===== src/design/hcb_pkg.sv =====
// Shared constants and field widths for the Huffman code builder.
package hcb_pkg;

	localparam int WEIGHT_W  = 12;
	localparam int VALUE_W   = 16;
	localparam int INDEX_W   = 5;
	localparam int CODE_W    = 31;
	localparam int LENGTH_W  = 5;
	localparam int S_DATA_W  = 32;
	localparam int M_DATA_W  = 64;

	// Input kinds carried on s_axis_tuser
	localparam logic ACT_LOAD  = 1'b0;
	localparam logic ACT_BUILD = 1'b1;

	// Bit positions of the result fields in m_axis_tdata
	localparam int OFS_VALUE  = INDEX_W;
	localparam int OFS_CODE   = OFS_VALUE + VALUE_W;
	localparam int OFS_LENGTH = OFS_CODE + CODE_W;
	localparam int OFS_EMPTY  = OFS_LENGTH + LENGTH_W;
	localparam int OFS_OVF    = OFS_EMPTY + 1;

endpackage


===== src/design/huffman_code_builder.sv =====
// Huffman code builder: leaf loading, tree construction and code emission.
//
// A load item (tuser = 0) stores one leaf; leaves beyond MAX_LEAVES are
// dropped and flagged. A build item (tuser = 1) merges the two lightest
// parentless nodes repeatedly, each merge being one pass of the shared
// compare unit over the node-weight RAM (one node per cycle), then emits one
// code per leaf in leaf order; a build with no leaves emits a single item
// flagged no_leaves. Each code is found by walking from the leaf to the root
// through the parent RAM, one tree level at a time, and is then offered
// through the output handshake. The input side is not ready during a build
// or while a result waits. Ties in weight go to the lower node index; the
// first pick becomes the left child (code bit 0), the second the right child
// (code bit 1).
module huffman_code_builder
	import hcb_pkg::*;
#(
	parameter int MAX_LEAVES = 32
) (
	input  logic                clk,
	input  logic                arst_n,
	input  logic                s_axis_tvalid,
	output logic                s_axis_tready,
	// tdata: leaf_weight[11:0], leaf_value[27:12], zero fill
	input  logic [S_DATA_W-1:0] s_axis_tdata,
	// tuser: action
	input  logic                s_axis_tuser,
	output logic                m_axis_tvalid,
	input  logic                m_axis_tready,
	// tdata: leaf_index[4:0], symbol_value[20:5], code_bits[51:21],
	// code_length[56:52], no_leaves[57], overflowed[58], zero fill
	output logic [M_DATA_W-1:0] m_axis_tdata,
	output logic                m_axis_tlast
);

	localparam int NODES = 2 * MAX_LEAVES - 1;
	localparam int NW    = $clog2(2 * MAX_LEAVES);
	localparam int LW    = $clog2(MAX_LEAVES);
	localparam int CW    = $clog2(MAX_LEAVES + 1);
	localparam int WW    = WEIGHT_W + $clog2(MAX_LEAVES);

	localparam logic [2:0] ST_IDLE  = 3'd0;
	localparam logic [2:0] ST_SCAN  = 3'd1;
	localparam logic [2:0] ST_MERGE = 3'd2;
	localparam logic [2:0] ST_MRG2  = 3'd3;
	localparam logic [2:0] ST_LEAF  = 3'd4;
	localparam logic [2:0] ST_WRD   = 3'd5;
	localparam logic [2:0] ST_WUSE  = 3'd6;
	localparam logic [2:0] ST_OUT   = 3'd7;

	logic [2:0]    state_q;
	logic [CW-1:0] count_q;
	logic          ovf_q;
	logic [NW-1:0] made_q;
	logic [NW-1:0] target_q;
	logic [NW-1:0] addr_q;
	logic [NW-1:0] didx_q;
	logic          pend_q;
	logic          bvld_q, svld_q;
	logic [NW-1:0] bidx_q, sidx_q;
	logic [WW-1:0] bw_q, sw_q;
	logic [NODES-1:0] hasp_q;
	logic [NODES-1:0] right_q;
	logic [CW-1:0] leaf_q;
	logic [NW-1:0] cur_q;
	logic [CODE_W-1:0] code_q;
	logic [NW-1:0] len_q;

	logic          o_valid_q, o_last_q, o_empty_q, o_ovf_q;
	logic [INDEX_W-1:0]  o_idx_q;
	logic [VALUE_W-1:0]  o_sym_q;
	logic [CODE_W-1:0]   o_code_q;
	logic [LENGTH_W-1:0] o_len_q;

	logic                s_fire;
	logic [WEIGHT_W-1:0] in_weight;
	logic [VALUE_W-1:0]  in_value;

	logic          w_we, w_re;
	logic [NW-1:0] w_waddr, w_raddr;
	logic [WW-1:0] w_wdata, w_rdata;
	logic          p_we, p_re;
	logic [NW-1:0] p_waddr, p_wdata, p_rdata;
	logic          y_we, y_re;
	logic [LW-1:0] y_waddr, y_raddr;
	logic [VALUE_W-1:0] y_rdata;

	logic          take;

	assign in_weight = s_axis_tdata[WEIGHT_W-1:0];
	assign in_value  = s_axis_tdata[WEIGHT_W +: VALUE_W];
	assign s_axis_tready = (state_q == ST_IDLE);
	assign s_fire = s_axis_tvalid && s_axis_tready;

	// Shared compare gate: is the node now read a parentless candidate for the best or second pick
	assign take = pend_q && !hasp_q[didx_q];

	// Memory port control
	always_comb begin
		w_we    = 1'b0;
		w_waddr = made_q;
		w_wdata = bw_q + sw_q;
		w_re    = 1'b0;
		w_raddr = addr_q;
		p_we    = 1'b0;
		p_waddr = bidx_q;
		p_wdata = made_q;
		p_re    = 1'b0;
		y_we    = 1'b0;
		y_waddr = count_q[LW-1:0];
		y_re    = 1'b0;
		y_raddr = leaf_q[LW-1:0];
		unique case (state_q)
			ST_IDLE: begin
				if (s_fire && s_axis_tuser == ACT_LOAD && count_q < CW'(MAX_LEAVES)) begin
					w_we    = 1'b1;
					w_waddr = NW'(count_q);
					w_wdata = WW'(in_weight);
					y_we    = 1'b1;
				end
			end
			ST_SCAN: begin
				w_re = (addr_q < made_q);
			end
			ST_MERGE: begin
				w_we = 1'b1;
				p_we = 1'b1;
			end
			ST_MRG2: begin
				p_we    = 1'b1;
				p_waddr = sidx_q;
			end
			ST_LEAF: begin
				y_re = 1'b1;
			end
			ST_WRD: begin
				p_re = hasp_q[cur_q];
			end
			default: begin
			end
		endcase
	end

	hcb_ram #(.WIDTH(WW), .DEPTH(NODES)) u_weight (
		.clk(clk), .we(w_we), .waddr(w_waddr), .wdata(w_wdata),
		.re(w_re), .raddr(w_raddr), .rdata(w_rdata)
	);

	hcb_ram #(.WIDTH(NW), .DEPTH(NODES)) u_parent (
		.clk(clk), .we(p_we), .waddr(p_waddr), .wdata(p_wdata),
		.re(p_re), .raddr(cur_q), .rdata(p_rdata)
	);

	hcb_ram #(.WIDTH(VALUE_W), .DEPTH(MAX_LEAVES)) u_symbol (
		.clk(clk), .we(y_we), .waddr(y_waddr), .wdata(in_value),
		.re(y_re), .raddr(y_raddr), .rdata(y_rdata)
	);

	// Sequencer
	always_ff @(posedge clk or negedge arst_n) begin
		if (!arst_n) begin
			state_q   <= ST_IDLE;
			count_q   <= '0;
			ovf_q     <= 1'b0;
			o_valid_q <= 1'b0;
			pend_q    <= 1'b0;
			bvld_q    <= 1'b0;
			svld_q    <= 1'b0;
			hasp_q    <= '0;
			right_q   <= '0;
		end else begin
			unique case (state_q)
				ST_IDLE: begin
					if (s_fire) begin
						if (s_axis_tuser == ACT_LOAD) begin
							if (count_q < CW'(MAX_LEAVES)) begin
								count_q <= count_q + 1'b1;
							end else begin
								ovf_q <= 1'b1;
							end
						end else if (count_q == '0) begin
							o_idx_q   <= '0;
							o_sym_q   <= '0;
							o_code_q  <= '0;
							o_len_q   <= '0;
							o_empty_q <= 1'b1;
							o_ovf_q   <= ovf_q;
							o_last_q  <= 1'b1;
							o_valid_q <= 1'b1;
							state_q   <= ST_OUT;
						end else begin
							hasp_q   <= '0;
							right_q  <= '0;
							made_q   <= NW'(count_q);
							target_q <= NW'({count_q, 1'b0} - 1'b1);
							leaf_q   <= '0;
							addr_q   <= '0;
							pend_q   <= 1'b0;
							bvld_q   <= 1'b0;
							svld_q   <= 1'b0;
							state_q  <= (count_q == CW'(1)) ? ST_LEAF : ST_SCAN;
						end
					end
				end
				ST_SCAN: begin
					// advance the read address and track the two lightest nodes
					if (addr_q < made_q) begin
						addr_q <= addr_q + 1'b1;
						didx_q <= addr_q;
						pend_q <= 1'b1;
					end else begin
						pend_q <= 1'b0;
					end
					if (take) begin
						if (!bvld_q || w_rdata < bw_q) begin
							sidx_q <= bidx_q;
							sw_q   <= bw_q;
							svld_q <= bvld_q;
							bidx_q <= didx_q;
							bw_q   <= w_rdata;
							bvld_q <= 1'b1;
						end else if (!svld_q || w_rdata < sw_q) begin
							sidx_q <= didx_q;
							sw_q   <= w_rdata;
							svld_q <= 1'b1;
						end
					end
					if (addr_q == made_q && !pend_q) begin
						state_q <= svld_q ? ST_MERGE : ST_LEAF;
					end
				end
				ST_MERGE: begin
					hasp_q[bidx_q]  <= 1'b1;
					right_q[bidx_q] <= 1'b0;
					state_q         <= ST_MRG2;
				end
				ST_MRG2: begin
					hasp_q[sidx_q]  <= 1'b1;
					right_q[sidx_q] <= 1'b1;
					made_q <= made_q + 1'b1;
					addr_q <= '0;
					bvld_q <= 1'b0;
					svld_q <= 1'b0;
					state_q <= (made_q + 1'b1 == target_q) ? ST_LEAF : ST_SCAN;
				end
				ST_LEAF: begin
					cur_q   <= NW'(leaf_q);
					code_q  <= '0;
					len_q   <= '0;
					state_q <= ST_WRD;
				end
				ST_WRD: begin
					if (hasp_q[cur_q]) begin
						state_q <= ST_WUSE;
					end else begin
						o_idx_q   <= INDEX_W'(leaf_q);
						o_sym_q   <= y_rdata;
						o_code_q  <= code_q;
						o_len_q   <= LENGTH_W'(len_q);
						o_empty_q <= 1'b0;
						o_ovf_q   <= ovf_q;
						o_last_q  <= (leaf_q + 1'b1 == count_q);
						o_valid_q <= 1'b1;
						state_q   <= ST_OUT;
					end
				end
				ST_WUSE: begin
					// step one level up, recording the side taken
					if (right_q[cur_q] && len_q < NW'(CODE_W)) begin
						code_q[len_q[LENGTH_W-1:0]] <= 1'b1;
					end
					len_q   <= len_q + 1'b1;
					cur_q   <= p_rdata;
					state_q <= ST_WRD;
				end
				ST_OUT: begin
					if (m_axis_tready) begin
						o_valid_q <= 1'b0;
						if (o_last_q) begin
							count_q <= '0;
							ovf_q   <= 1'b0;
							state_q <= ST_IDLE;
						end else begin
							leaf_q  <= leaf_q + 1'b1;
							state_q <= ST_LEAF;
						end
					end
				end
				default: begin
					state_q <= ST_IDLE;
				end
			endcase
		end
	end

	assign m_axis_tvalid = o_valid_q;
	assign m_axis_tlast  = o_last_q;
	assign m_axis_tdata  = {5'b0, o_ovf_q, o_empty_q, o_len_q, o_code_q, o_sym_q, o_idx_q};

endmodule


===== src/design/hcb_ram.sv =====
// Generic single-write, single-read RAM with registered read data.
module hcb_ram #(
	parameter int WIDTH = 8,
	parameter int DEPTH = 32
) (
	input  logic                     clk,
	input  logic                     we,
	input  logic [$clog2(DEPTH)-1:0] waddr,
	input  logic [WIDTH-1:0]         wdata,
	input  logic                     re,
	input  logic [$clog2(DEPTH)-1:0] raddr,
	output logic [WIDTH-1:0]         rdata
);

	logic [WIDTH-1:0] mem_q [DEPTH];
	logic [WIDTH-1:0] rdata_q;

	// Write port and registered read port
	always_ff @(posedge clk) begin
		if (we) begin
			mem_q[waddr] <= wdata;
		end
		if (re) begin
			rdata_q <= mem_q[raddr];
		end
	end

	assign rdata = rdata_q;

endmodule


===== config.mk =====
export PLATFORM = sky130hd
export DESIGN_NAME = huffman_code_builder
export DESIGN_NICKNAME = d
export VERILOG_FILES = /design/src/design/hcb_pkg.sv /design/src/design/huffman_code_builder.sv /design/src/design/hcb_ram.sv
export SDC_FILE = /design/constraint.sdc
export NUM_CORES = 2
export LEC_CHECK = 0
export ABC_AREA = 1
export CAP_MARGIN = 20
export CORE_AREA = 2 2 420 422
export DETAILED_ROUTE_END_ITERATION = 10
export DIE_AREA = 0 0 422 424
export DONT_BUFFER_PORTS = 1
export MAX_ROUTING_LAYER = met4
export PLACE_DENSITY_LB_ADDON = 0.08
export RECOVER_POWER = 25
export SETUP_SLACK_MARGIN = 0.4
export SLEW_MARGIN = 30
export SYNTH_ARGS = -nofsm -noshare
export SYNTH_HDL_FRONTEND = slang
export SYNTH_HIERARCHICAL = 1
export SYNTH_SLANG_ARGS = --single-unit

===== constraint.sdc =====
create_clock -name clk -period 6 [get_ports clk]
set_input_delay 0.6 -clock clk [delete_from_list [all_inputs] [get_ports clk]]
set_output_delay 0.6 -clock clk [all_outputs]
set_load 0.01 [all_outputs]

==> impl.org <==
** STA
- Setup repair after global routing missed its margin :: false
- Measured against its own limit, the worst slew margin works out to -145%.
- Least-Margin Pin Slew :: ~3.7 ns
- Crit share post-route :: between 80 and 90%
- Top achievable clock speed :: about 0.19 GHz
- Period minus WS final :: 5.24 ns
- The clock arrives with 0.0262 ns of skew.
- Setup slack after layout :: between 0.7 and 0.8 ns
- The number of hold violations in the final report is 0.
- The total count of max-transition violations in the final report was around 1200.
- Setup violations remaining at the end of the flow were counted as 0.
- Setup total negative slack on the finished layout was measured at 0 ns.

** Setup path
- At the worst endpoint, the required time is between 6 and 7 ns.
- The critical path is of the reg -> reg type.
- In this run the worst path has a maximum fanout of 33.
- The worst setup path is launched from a flop.
- By instance count, the cell type seen most on the critical path is nand3_1.
- Arrival time of data at the critical path endpoint :: slightly below 6 ns
- Crit-path max cell delay :: roughly 1.4 ns
- Critical-path cell with the highest stage delay :: clkbuf_1
- Critical path cell sequence :: clkbuf_1, inv_1, buf_4, nand2_1, nand3_1, nand3_1, nand2_1, nand2_1, nand3_1, nand3_1, nand3_1, nor2_1, nand2_1, nor2_2, buf_4
- R2r setup slk :: 0.76 ns
- CP Capture Type :: flop

** Final layout
- Relative to the synthesized area, the layout overhead comes to 9.67%.
- Across the whole layout, storage elements account for 68900 sq um.
- Area of combinational cells with multiple inputs :: ~26000 sq um
- In the final design database the tool counted around 9000 nets.
- Fraction of final layout cells with drive strength greater than 1 :: 6.54%
- Cells fill ~62% of the core in the end.
- With fillers left out, the area of the finished cells amounts to 108000 sq um.
- Leaving out fill and tap cells, the most frequent cell in the layout is nand2_1.
- The filler cells instantiated in the layout total 13900.
- Most frequent cells in the layout :: nand2_1, edfxtp_1, nand3_1

** CTS
- Post-CTS repair changed the size of 0 cells.
- The later pin in the worst-skew pair is clocked with a latency of between 0.8 and 0.9 ns.
- TritonCTS created 229 clock buffers.
- Number of buffers inserted to repair setup after CTS :: 0
- TritonCTS built the clock tree.
- Clock-pin slew reported for the worst setup and hold paths after clock tree synthesis :: about 0.060 ns
- The tree is rooted in a clkbuf_16.
- In this run the number of H-tree levels came out at 4.
- Maximum root-to-sink buffer count :: 3
- Clock sink count :: ~2300

** Logic synthesis
- Average size of a mapped cell :: 11.0 sq um
- After synthesis the netlist holds a flip-flop and latch count of 2318.
- Number of flops mapped to enable cells by yosys :: roughly 2200
- Warnings from Yosys :: 6
- Of all flip-flops after synthesis, the portion carrying an async set or reset was a little over 6%.
- After synthesis, the largest area contributor takes up between 60% and 70% of total cell area.
- Top flip-flop cell by instance count after synthesis :: edfxtp_1
- Area of the mapped netlist :: approximately 99000 sq um
- Post-synthesis cell type with the largest combined area :: edfxtp_1
- Summing the sequential cell areas from Yosys gives 69.9% of the chip area.
- Cell count after synthesis :: about 9000
- Unique masters post-synth :: ~60
- Sorting the synthesized cells by area gives the leading types as edfxtp_1, nand2_1, nand3_1.

** Detailed routing
- Via/cell ratio :: between 5 and 6
- For this run, the detailed router's first-pass iteration total came to 8.
- For this run, design rule violations remaining after detail routing come to 0.
- Post-route ant nets :: 0
- In the final routed layout, each cell accounts on average for 22.5 um.
- Detailed routing inserted a total of 66600 vias.
- The final layout contains routed wiring with a total length of ~260 mm.
- The first routing iteration left between 7000 and 8000 violations.

** Pwr
- In this run the static leakage power is approximately 40 nW.
- For this design the ratio of total power to cell area is 437 nW/um^2.
- IR analysis of the VDD net gives a maximum drop of around 0.39 mV.
- Power consumption :: about 47 mW

** Global routing
- Entering global routing, the biggest net connects 200 pins.
- The total overflow left after global routing is 0.
- For this run, the total global-route usage over all layers was measured as between 20% and 30%.
- The first global-routing pass estimated 387 mm of wire.
- Number of antenna violations at the first check in global routing :: 6
- Vias in the first global route :: 62400

** Place
- Routability-driven placement finished with a final weighted congestion of 0.927.
- After detailed placement, the total cell area comes to between 100000 and 150000 sq um.
- DPL Wire Length :: around 150 mm
- Number of I/O port buffers :: 0
- Worst slack, placed :: 1.35 ns

** Run
- Max-cap violations in this run came to 27.

** Floorplan
- Row generation in the floorplan step produced 154 rows.
- Once the floorplan was initialized, standard cells occupied between 50 and 60% of the core.
- Core footprint :: about 170000 sq um
- Height of the chip :: roughly 420 um
- I/O pin count :: 104
- Die ar. :: about 180000 sq um
- Die Wd :: approximately 420 um

** Outcome
- Failing checks :: max-capacitance violations, max-slew violations
- The flow ran to the end, but the final reports show violations.

** Hold path
- Hold/Removal Path Class :: in -> reg
[flip-flops by register name (all words and copies together) (netlist names), 16 cells and up]
name            count
right_q            63
sw_q               17
u_weight/mem_q   1071
u_weight/rdata     17
code_q             31
o_sym_q            16
u_parent/mem_q    378
u_symbol/mem_q    512
o_code_q           31
hasp_q             63
bw_q               17
u_symbol/rdata     16
[power by group]
group,internal (mW),switching (mW)
sequential,19.8,0.458
combinational,3.11,10.2
clock,7.76,6.02
[synthesized netlist by cell type (18+ instances only)]
master and instances:
a21oi_1 164, buf_1 43, buf_2 201, buf_4 72
buf_6 55, clkbuf_1 132, dfrtp_1 140, edfxtp_1 2178
ha_1 64, inv_1 275, inv_2 18, nand2_1 2915
nand3_1 1746, nand4_1 29, nor2_1 520, nor3_1 64
o21ai_0 148
[stage by stage]
| stage | instances | hold WS, ns |
|---|---|---|
| after global routing | 11400 | 0.0779 |
| after detailed placement | 11000 | 0.307 |
| final | 11400 | 0.108 |
| after floorplan | 8932 | 0.304 |
| after global placement | 11000 | 0.307 |
| after CTS | 11400 | 0.00180 |
[cells by family after synthesis]
kind of cell               after synthesis  synth area share, %
adders and majority gates               65                0.832
buffers and inverters                  814                 4.13
xor gates and xnor gates                23                0.204
other                                    1              0.00380
DFF                                   2318                 69.9
AOI/OAI and AO/OA                      395                 2.21
and+or+nand+nor                       5312                 22.8
[worst paths after layout]
path,from,endpoint,cells past startpoint
worst min-delay path,s_axis_tuser,target_q[3],2
worst max-delay path,didx_q[0],sw_q[16],15
worst min register to register,right_q[62],right_q[62],1
min in group asynchronous,arst_n,right_q[26],2
max in group asynchronous,arst_n,right_q[62],2
worst max register to register,didx_q[0],sw_q[16],15
[critical path: cells and delay by family (launching register included)]
kind	cells	cell delay (ns)
and+or+nand+nor	11	1.50
buffers and inverters	4	3.06
DFF	1	0.32
[metal layers]
metal | GRT usage [%] | part of all wire (%)
met1 | 41.4 | 42
met2 | 44.5 | 47
met3 | 4.22 | 8.2
met4 | 9.39 | 3.2
met5 | - | 0
[repair_timing]
| action | CTS | global route |
|---|---|---|
| endpoints found under the setup margin | 0 | 0 |
| hold buffers | 34 | 0 |
| endpoints found under the hold margin | 655 | 0 |
[area by class of cell]
type	instances	share of cell area (%)
Antenna cell	5	0.0116
Clock buffer	290	5.65
Clock inverter	136	0.955
Inverter	304	1.10
Multi-Input combinational cell	5800	24.1
Sequential cell	2318	63.7
Tap cell	2340	2.71
Timing Repair Buffer	229	1.78
No activity file was read; power rests on OpenSTA's default activity.
